## config.mk

```make
export PLATFORM = sky130hd
export DESIGN_NAME = aspect_ratio_fit_top
export DESIGN_NICKNAME = d
export VERILOG_FILES = /design/src/arf_pkg.sv /design/src/arf_front.sv /design/src/arf_div_cell.sv /design/src/arf_fin.sv /design/src/aspect_ratio_fit_top.sv
export SDC_FILE = /design/constraint.sdc
export NUM_CORES = 2
export LEC_CHECK = 0
export BUFFER_PORTS_ARGS = -buffer_cell sky130_fd_sc_hd__buf_4
export CAP_MARGIN = 25
export CORE_MARGIN = 4
export CORE_UTILIZATION = 45
export CTS_BUF_LIST = sky130_fd_sc_hd__clkbuf_2
export DETAILED_ROUTE_END_ITERATION = 8
export HOLD_SLACK_MARGIN = 0.02
export PLACE_DENSITY_LB_ADDON = 0.2
export SYNTH_ARGS = -nofsm -noshare
export SYNTH_HDL_FRONTEND = slang
export SYNTH_SLANG_ARGS = --single-unit
```

## constraint.sdc

```tcl
create_clock -name aclk -period 11.56 [get_ports aclk]
set_clock_uncertainty 0.15 [all_clocks]
set_input_delay 1.734 -clock aclk [delete_from_list [all_inputs] [get_ports aclk]]
set_output_delay 1.734 -clock aclk [all_outputs]
set_load 0.005 [all_outputs]
```

## src/arf_pkg.sv

```systemverilog
package arf_pkg;

    typedef enum logic {
        FIT_PILLARBOX,
        FIT_LETTERBOX
    } fit_mode_t;

    typedef struct packed {
        fit_mode_t mode;
        logic      div_zero;
    } fit_ctl_t;

    localparam logic CFG_DST_WIDTH  = 1'b0;
    localparam logic CFG_DST_HEIGHT = 1'b1;

    localparam int DST_WIDTH_RESET  = 1920;
    localparam int DST_HEIGHT_RESET = 1080;

endpackage

```

## src/arf_front.sv

```systemverilog
module arf_front import arf_pkg::*; #(
    parameter int DIM_BITS   = 13,
    parameter int RATIO_BITS = 10
) (
    input  logic                                aclk,
    input  logic                                aresetn,
    input  logic                                valid_i,
    output logic                                ready_o,
    input  logic [DIM_BITS-1:0]                 src_width_i,
    input  logic [DIM_BITS-1:0]                 src_height_i,
    input  logic [RATIO_BITS-1:0]               aspect_num_i,
    input  logic [RATIO_BITS-1:0]               aspect_den_i,
    input  logic [DIM_BITS-1:0]                 dst_width_i,
    input  logic [DIM_BITS-1:0]                 dst_height_i,
    output logic                                valid_o,
    input  logic                                ready_i,
    output logic [2*DIM_BITS+RATIO_BITS-1:0]    num_o,
    output logic [DIM_BITS+RATIO_BITS-1:0]      den_o,
    output fit_ctl_t                            ctl_o
);

    localparam int PROD_W = 2 * DIM_BITS;
    localparam int NUM_W  = 2 * DIM_BITS + RATIO_BITS;
    localparam int DEN_W  = DIM_BITS + RATIO_BITS;

    logic                  a_vld_reg;
    logic [PROD_W-1:0]     a_sw_dh_reg;
    logic [PROD_W-1:0]     a_dw_sh_reg;
    logic [DEN_W-1:0]      a_sw_ad_reg;
    logic [DEN_W-1:0]      a_sh_an_reg;
    logic [RATIO_BITS-1:0] a_an_reg;
    logic [RATIO_BITS-1:0] a_ad_reg;

    logic                  b_vld_reg;
    logic [NUM_W-1:0]      b_s_reg;
    logic [NUM_W-1:0]      b_d_reg;
    logic [DEN_W-1:0]      b_sw_ad_reg;
    logic [DEN_W-1:0]      b_sh_an_reg;

    logic                  c_vld_reg;
    logic [NUM_W-1:0]      c_num_reg;
    logic [DEN_W-1:0]      c_den_reg;
    fit_ctl_t              c_ctl_reg;

    logic                  a_rdy;
    logic                  b_rdy;
    logic                  c_rdy;
    logic                  letterbox;
    logic [DEN_W-1:0]      den_next;

    assign c_rdy   = !c_vld_reg || ready_i;
    assign b_rdy   = !b_vld_reg || c_rdy;
    assign a_rdy   = !a_vld_reg || b_rdy;
    assign ready_o = a_rdy;

    assign letterbox = b_s_reg > b_d_reg;
    assign den_next  = letterbox ? b_sw_ad_reg : b_sh_an_reg;

    always_ff @(posedge aclk) begin
        if (!aresetn) begin
            a_vld_reg <= 1'b0;
            b_vld_reg <= 1'b0;
            c_vld_reg <= 1'b0;
        end else begin
            if (a_rdy) begin
                a_vld_reg <= valid_i;
            end
            if (b_rdy) begin
                b_vld_reg <= a_vld_reg;
            end
            if (c_rdy) begin
                c_vld_reg <= b_vld_reg;
            end
        end
    end

    always_ff @(posedge aclk) begin
        if (a_rdy) begin
            a_sw_dh_reg <= PROD_W'(src_width_i) * PROD_W'(dst_height_i);
            a_dw_sh_reg <= PROD_W'(dst_width_i) * PROD_W'(src_height_i);
            a_sw_ad_reg <= DEN_W'(src_width_i) * DEN_W'(aspect_den_i);
            a_sh_an_reg <= DEN_W'(src_height_i) * DEN_W'(aspect_num_i);
            a_an_reg    <= aspect_num_i;
            a_ad_reg    <= aspect_den_i;
        end
        if (b_rdy) begin
            b_s_reg     <= NUM_W'(a_sw_dh_reg) * NUM_W'(a_ad_reg);
            b_d_reg     <= NUM_W'(a_dw_sh_reg) * NUM_W'(a_an_reg);
            b_sw_ad_reg <= a_sw_ad_reg;
            b_sh_an_reg <= a_sh_an_reg;
        end
        if (c_rdy) begin
            c_num_reg          <= letterbox ? b_d_reg : b_s_reg;
            c_den_reg          <= den_next;
            c_ctl_reg.mode     <= letterbox ? FIT_LETTERBOX : FIT_PILLARBOX;
            c_ctl_reg.div_zero <= den_next == '0;
        end
    end

    assign valid_o = c_vld_reg;
    assign num_o   = c_num_reg;
    assign den_o   = c_den_reg;
    assign ctl_o   = c_ctl_reg;

endmodule

```

## src/arf_div_cell.sv

```systemverilog
module arf_div_cell import arf_pkg::*; #(
    parameter int DIM_BITS   = 13,
    parameter int RATIO_BITS = 10,
    parameter int SHIFT      = 0
) (
    input  logic                             aclk,
    input  logic                             aresetn,
    input  logic                             valid_i,
    output logic                             ready_o,
    input  logic [2*DIM_BITS+RATIO_BITS-1:0] rem_i,
    input  logic [DIM_BITS+RATIO_BITS-1:0]   den_i,
    input  logic [DIM_BITS-1:0]              quot_i,
    input  fit_ctl_t                         ctl_i,
    output logic                             valid_o,
    input  logic                             ready_i,
    output logic [2*DIM_BITS+RATIO_BITS-1:0] rem_o,
    output logic [DIM_BITS+RATIO_BITS-1:0]   den_o,
    output logic [DIM_BITS-1:0]              quot_o,
    output fit_ctl_t                         ctl_o
);

    localparam int NUM_W = 2 * DIM_BITS + RATIO_BITS;
    localparam int DEN_W = DIM_BITS + RATIO_BITS;

    logic                valid_reg;
    logic [NUM_W-1:0]    rem_reg;
    logic [DEN_W-1:0]    den_reg;
    logic [DIM_BITS-1:0] quot_reg;
    fit_ctl_t            ctl_reg;

    logic [NUM_W-1:0]    trial;
    logic                fits;
    logic [NUM_W-1:0]    rem_next;
    logic [DIM_BITS-1:0] quot_next;

    assign ready_o   = !valid_reg || ready_i;
    assign trial     = NUM_W'(den_i) << SHIFT;
    assign fits      = rem_i >= trial;
    assign rem_next  = fits ? rem_i - trial : rem_i;
    assign quot_next = {quot_i[DIM_BITS-2:0], fits};

    always_ff @(posedge aclk) begin
        if (!aresetn) begin
            valid_reg <= 1'b0;
        end else if (ready_o) begin
            valid_reg <= valid_i;
        end
    end

    always_ff @(posedge aclk) begin
        if (ready_o) begin
            rem_reg  <= rem_next;
            den_reg  <= den_i;
            quot_reg <= quot_next;
            ctl_reg  <= ctl_i;
        end
    end

    assign valid_o = valid_reg;
    assign rem_o   = rem_reg;
    assign den_o   = den_reg;
    assign quot_o  = quot_reg;
    assign ctl_o   = ctl_reg;

endmodule

```

## src/arf_fin.sv

```systemverilog
module arf_fin import arf_pkg::*; #(
    parameter int DIM_BITS = 13
) (
    input  logic                aclk,
    input  logic                aresetn,
    input  logic                valid_i,
    output logic                ready_o,
    input  logic [DIM_BITS-1:0] quot_i,
    input  fit_ctl_t            ctl_i,
    input  logic [DIM_BITS-1:0] dst_width_i,
    input  logic [DIM_BITS-1:0] dst_height_i,
    output logic                valid_o,
    input  logic                ready_i,
    output logic [DIM_BITS-1:0] fit_x_o,
    output logic [DIM_BITS-1:0] fit_y_o,
    output logic [DIM_BITS-1:0] fit_width_o,
    output logic [DIM_BITS-1:0] fit_height_o
);

    logic                valid_reg;
    logic [DIM_BITS-1:0] fit_x_reg;
    logic [DIM_BITS-1:0] fit_y_reg;
    logic [DIM_BITS-1:0] fit_width_reg;
    logic [DIM_BITS-1:0] fit_height_reg;

    logic [DIM_BITS-1:0] quot;
    logic [DIM_BITS-1:0] x_raw;
    logic [DIM_BITS-1:0] y_raw;
    logic [DIM_BITS-1:0] w_raw;
    logic [DIM_BITS-1:0] h_raw;
    logic [DIM_BITS-1:0] even_mask;

    assign ready_o   = !valid_reg || ready_i;
    assign quot      = ctl_i.div_zero ? '0 : quot_i;
    assign even_mask = ~DIM_BITS'(1);

    always_comb begin
        x_raw = '0;
        y_raw = '0;
        w_raw = dst_width_i;
        h_raw = dst_height_i;
        unique case (ctl_i.mode)
            FIT_LETTERBOX: begin
                h_raw = (quot > dst_height_i) ? dst_height_i : quot;
                y_raw = (dst_height_i - h_raw) >> 1;
            end
            FIT_PILLARBOX: begin
                w_raw = (quot > dst_width_i) ? dst_width_i : quot;
                x_raw = (dst_width_i - w_raw) >> 1;
            end
            default: begin
                w_raw = dst_width_i;
            end
        endcase
    end

    always_ff @(posedge aclk) begin
        if (!aresetn) begin
            valid_reg <= 1'b0;
        end else if (ready_o) begin
            valid_reg <= valid_i;
        end
    end

    always_ff @(posedge aclk) begin
        if (ready_o) begin
            fit_x_reg      <= x_raw & even_mask;
            fit_y_reg      <= y_raw;
            fit_width_reg  <= w_raw & even_mask;
            fit_height_reg <= h_raw;
        end
    end

    assign valid_o      = valid_reg;
    assign fit_x_o      = fit_x_reg;
    assign fit_y_o      = fit_y_reg;
    assign fit_width_o  = fit_width_reg;
    assign fit_height_o = fit_height_reg;

    // The fitted x offset and width must be even, and the fitted area must always lie inside the destination area.
    a_even_x_w: assert property (@(posedge aclk) disable iff (!aresetn)
        valid_reg |-> (fit_x_reg[0] == 1'b0 && fit_width_reg[0] == 1'b0))
        else $error("fitted x offset or width is odd");

    a_inside_h: assert property (@(posedge aclk) disable iff (!aresetn)
        valid_reg |-> ({1'b0, fit_x_reg} + {1'b0, fit_width_reg}) <= {1'b0, dst_width_i})
        else $error("fitted area exceeds destination width");

    a_inside_v: assert property (@(posedge aclk) disable iff (!aresetn)
        valid_reg |-> ({1'b0, fit_y_reg} + {1'b0, fit_height_reg}) <= {1'b0, dst_height_i})
        else $error("fitted area exceeds destination height");

endmodule

```

## src/aspect_ratio_fit_top.sv

```systemverilog
// Fits a source picture of src_width x src_height pixels with pixel aspect ratio
// aspect_num:aspect_den into the destination area held in the dst_width and
// dst_height registers, choosing letterbox or pillarbox and centring the picture.
// One result follows every input transfer, and a new transfer can be accepted
// in every cycle unless m_tready stalls the output. The cross products and the
// letterbox decision are registered in the front stages, followed by one divider
// cell per quotient bit and a final register for the offsets and the output. The
// destination registers must only be written while no transfer is in flight.
module aspect_ratio_fit_top import arf_pkg::*; #(
    parameter int DIM_BITS   = 13,
    parameter int RATIO_BITS = 10
) (
    input  logic                                            aclk,
    input  logic                                            aresetn,
    input  logic                                            cfg_wr_en,
    input  logic                                            cfg_addr,
    input  logic [DIM_BITS-1:0]                             cfg_wr_data,
    input  logic                                            s_tvalid,
    output logic                                            s_tready,
    // src_width, src_height, aspect_num, aspect_den, from the lowest bit up.
    input  logic [((2*DIM_BITS+2*RATIO_BITS+7)/8)*8-1:0]    s_tdata,
    output logic                                            m_tvalid,
    input  logic                                            m_tready,
    // fit_x, fit_y, fit_width, fit_height, from the lowest bit up.
    output logic [((4*DIM_BITS+7)/8)*8-1:0]                 m_tdata
);

    localparam int NUM_W = 2 * DIM_BITS + RATIO_BITS;
    localparam int DEN_W = DIM_BITS + RATIO_BITS;
    localparam int OUT_W = ((4 * DIM_BITS + 7) / 8) * 8;

    logic [DIM_BITS-1:0] dst_width_reg;
    logic [DIM_BITS-1:0] dst_height_reg;

    logic                valid_c [0:DIM_BITS];
    logic                ready_c [0:DIM_BITS];
    logic [NUM_W-1:0]    rem_c   [0:DIM_BITS];
    logic [DEN_W-1:0]    den_c   [0:DIM_BITS];
    logic [DIM_BITS-1:0] quot_c  [0:DIM_BITS];
    fit_ctl_t            ctl_c   [0:DIM_BITS];

    logic [DIM_BITS-1:0] fit_x;
    logic [DIM_BITS-1:0] fit_y;
    logic [DIM_BITS-1:0] fit_width;
    logic [DIM_BITS-1:0] fit_height;

    always_ff @(posedge aclk) begin
        if (!aresetn) begin
            dst_width_reg  <= DIM_BITS'(DST_WIDTH_RESET);
            dst_height_reg <= DIM_BITS'(DST_HEIGHT_RESET);
        end else if (cfg_wr_en) begin
            unique case (cfg_addr)
                CFG_DST_WIDTH:  dst_width_reg  <= cfg_wr_data;
                CFG_DST_HEIGHT: dst_height_reg <= cfg_wr_data;
                default: begin
                    dst_width_reg <= dst_width_reg;
                end
            endcase
        end
    end

    arf_front #(
        .DIM_BITS   (DIM_BITS),
        .RATIO_BITS (RATIO_BITS)
    ) u_front (
        .aclk         (aclk),
        .aresetn      (aresetn),
        .valid_i      (s_tvalid),
        .ready_o      (s_tready),
        .src_width_i  (s_tdata[DIM_BITS-1:0]),
        .src_height_i (s_tdata[2*DIM_BITS-1:DIM_BITS]),
        .aspect_num_i (s_tdata[2*DIM_BITS+RATIO_BITS-1:2*DIM_BITS]),
        .aspect_den_i (s_tdata[2*DIM_BITS+2*RATIO_BITS-1:2*DIM_BITS+RATIO_BITS]),
        .dst_width_i  (dst_width_reg),
        .dst_height_i (dst_height_reg),
        .valid_o      (valid_c[0]),
        .ready_i      (ready_c[0]),
        .num_o        (rem_c[0]),
        .den_o        (den_c[0]),
        .ctl_o        (ctl_c[0])
    );

    assign quot_c[0] = '0;

    for (genvar i = 0; i < DIM_BITS; i++) begin : g_cell
        arf_div_cell #(
            .DIM_BITS   (DIM_BITS),
            .RATIO_BITS (RATIO_BITS),
            .SHIFT      (DIM_BITS - 1 - i)
        ) u_cell (
            .aclk    (aclk),
            .aresetn (aresetn),
            .valid_i (valid_c[i]),
            .ready_o (ready_c[i]),
            .rem_i   (rem_c[i]),
            .den_i   (den_c[i]),
            .quot_i  (quot_c[i]),
            .ctl_i   (ctl_c[i]),
            .valid_o (valid_c[i+1]),
            .ready_i (ready_c[i+1]),
            .rem_o   (rem_c[i+1]),
            .den_o   (den_c[i+1]),
            .quot_o  (quot_c[i+1]),
            .ctl_o   (ctl_c[i+1])
        );
    end

    arf_fin #(
        .DIM_BITS (DIM_BITS)
    ) u_fin (
        .aclk         (aclk),
        .aresetn      (aresetn),
        .valid_i      (valid_c[DIM_BITS]),
        .ready_o      (ready_c[DIM_BITS]),
        .quot_i       (quot_c[DIM_BITS]),
        .ctl_i        (ctl_c[DIM_BITS]),
        .dst_width_i  (dst_width_reg),
        .dst_height_i (dst_height_reg),
        .valid_o      (m_tvalid),
        .ready_i      (m_tready),
        .fit_x_o      (fit_x),
        .fit_y_o      (fit_y),
        .fit_width_o  (fit_width),
        .fit_height_o (fit_height)
    );

    assign m_tdata = OUT_W'({fit_height, fit_width, fit_y, fit_x});

    // With nothing waiting at the output, the whole chain must be able to advance.
    a_ready_when_drained: assert property (@(posedge aclk) disable iff (!aresetn)
        !m_tvalid |-> s_tready)
        else $error("input stalled although the output register is empty");

endmodule
```

==> impl_metrics.ini <==
[status]
status = finished, final reports clean

[floorplan]
die_area_mm2 = 0.2211
die_y_um = 470.2
start_util_pct = 45.28
coreArea_mm2 = 0.2123
row_count = 169
die_x_um = 470.2
io_pins = 125

[sta]
fmax_ghz = 0.1252
max_slew_margin_pct = 27.44
rsz0062_at_grt = no
setup_slack_ns = 3.572
tns_ns = 0
post-route-period-util_pct = 69.10
hold_viol = 0
finalCriticalPeriod_ns = 7.988
setup-violations-final = 0
final_max_slew_viol_count = 0
worst_pin_slew_ns = 1.088

[worst_setup_path]
crit_type = in2out
cp.required_ns = 9.68
reg2reg_from = u_front.a_ad_reg[4]$_DFFE_PP_
critPathCaptureType = output pin
slowest_delay_ns = 0.65
crit_slowest_cell = nor3_1
path_common_cell = and2_1
cp_max_fo = 22
regToRegEndpoint = u_front.b_s_reg[34]$_DFFE_PP_
startpoint_type = input port
rrSetupSlack_ns = 4.81
cp.arrival_ns = 6.10
crit_chain = dlygate4sd3_1 > buf_4 > nor2b_1 > and2_1 > inv_1 > nor2_1 > and2_1 > inv_2 > nor3_1 > and3_1 > and2_1 > nand3_4 > buf_4
ff2ff_path_depth = 18

[synthesis]
synth_top_cell_by_area = edfxtp_1
synthArstFlopShare_pct = 0
netlist_instances = 9082
synth_top_cell_area_share_pct = 36.55
yosysSeqAreaShare_pct = 37.44
synth_flop_cell = edfxtp_1
synthesis.area_mm2 = 0.09613
post_synth.cell_area_avg_um2 = 10.58
synth_edf_count = 1170
ys_ff_latch = 1213
synth_area_leaders = edfxtp_1 (37%), fa_1 (17%), ha_1 (10%), inv_1 (5.3%), nand2_1 (3.6%)
yosys_warnings = 0
synth_cell_types = 112

[global_route]
grt_pass1_wl_um = 371800
antenna_found_initial = 6
first_global_vias = 68239
grt_overflow = 0
grt_util_all_layers_pct = 21.13
grt_max_degree = 86

[clock_tree]
cts_setup_buffers = 0
numCtsBuffers = 328
htreeDepth = 5
cts_root_buf = clkbuf_2
cts_buffer_depth = 4
cts_tree = built
clk_pin_slew_ns = 0.10
clock-sinks = 1213
holdBufCountCts = 23
postCtsResizedCells = 0
clk_latency_ns = 1.72

[hold_path]
whs_path_depth = 0
min_to = u_front.b_sh_an_reg[13]$_DFFE_PP_
min-delay-start = u_front.a_sh_an_reg[13]$_DFFE_PP_
hold_path.class = reg2reg

[detailed_routing]
drt-initial-drc-count = 4000
via_per_inst = 5.323
route.detailed.drc = 0
drt-wirelength-per-cell_um = 18.81
dr.pass1.iters = 6
via_count = 65798
wl_um = 232500
final_antenna_net_count = 0

[cells_and_area]
layout-drive-gt1-share_pct = 9.106
final_cell_mix = inv_1 (1,355), edfxtp_1 (1,170), nand2_1 (917)
syn2layout_area_growth_pct = 7.216
final_common_cell = inv_1
fin_nets = 10971
design_area_mm2 = 0.1031
largest_reg_flops = 432
nFillCells = 19643
post-route-util_pct = 48.55

[flow_run]
drv_cap = 0

[placement]
place_area_mm2 = 0.09982
hpwl_um = 178700
portBuffers = 114
dp_slack_ns = 3.884
gp_congestion = 0.8914
## per-stage QoR
step | hold WS (ns) | std cells
2_1_floorplan | 0.2503 | 9089
3_3_place_gp | 0.2514 | 11773
3_5_place_dp | 0.2545 | 11775
4_1_cts | 0.02557 | 12346
5_1_grt | 0.02859 | 12360
6_report | 0.1878 | 12362
## logic make-up (layout without fill, tap and decap cells)
group                      count (synthesis)  after routing  synth area share, %
other                                      1             17             0.003901
xor gates and xnor gates                 427            427                3.898
buffers and inverters                   1662           2105                6.583
adders and majority gates               1590           1590                27.00
AOI/OAI and AO/OA                       1432           1432                9.764
and+or+nand+nor                         2580           2580                13.29
DFF                                     1213           1213                37.44
muxes                                    177            177                2.016
## routing by layer
metal | routed length (um) | GRT usage [%] | share of wire, % | vias to the layer above
li1 | - | - | - | 31359
met1 | 97090 | 26.32 | 42 | 32358
met2 | 114400 | 36.56 | 49 | 1607
met3 | 10550 | 3.056 | 4.5 | 474
met4 | 10470 | 9.304 | 4.5 | 0
met5 | 0 | 0 | 0 | -
## critical path: cells and delay by family
family | cells | cell delay (ns)
simple gates | 8 | 2.95
buf+inv | 5 | 1.38
## layout make-up
cell class / count / area, um2 / area share [%]
Clock buffer: 444 / 2222 / 2.156
Antenna cell: 9 / 22.52 / 0.02185
Clock inverter: 104 / 609.3 / 0.5912
Inverter: 1367 / 5131 / 4.979
Tap cell: 2821 / 3530 / 3.425
Multi-Input combinational cell: 6214 / 53930 / 52.32
Sequential cell: 1213 / 35990 / 34.92
Timing Repair Buffer: 190 / 1629 / 1.581
## synth_stat cells, types with 14 or more instances
library cell and instances:
buf_1 21, a211o_1 14, or2_2 16, ha_1 783
nor2_1 417, a21o_1 185, nor4_1 56, o31ai_1 34
fa_1 807, a21oi_1 467, nand2_1 923, o21bai_1 47
nand4_1 64, nand3_1 87, dfxtp_1 43, clkbuf_1 230
edfxtp_1 1170, xnor2_1 275, o211ai_1 40, inv_1 1363
o21a_1 81, nor2b_1 76, nor3_1 123, mux2i_1 44
and2_1 544, nand2b_1 67, a21boi_0 39, and3_1 45
xor2_1 151, mux2_2 119, buf_2 33, o21ai_0 232
mux2_1 14, a31oi_1 39, a211oi_1 50, or3_1 58
## how the worst max path moves through the flow
stage	from	cells after the start	endpoint	slack [ns]
detailed placement	s_tdata[14]	19	u_front.a_dw_sh_reg[25]$_DFFE_PP_	3.88
CTS	u_fin.valid_o$_SDFFE_PN0P_	11	s_tready	3.45
floorplan	m_tready	10	s_tready	2.17
finish	m_tready	13	s_tready	3.57
global placement	s_tdata[14]	19	u_front.a_dw_sh_reg[25]$_DFFE_PP_	3.94
global route	u_fin.valid_o$_SDFFE_PN0P_	11	s_tready	3.13
Power is not shown: default switching activity piles up to over one toggle a cycle in this logic, so the estimate is an artifact.
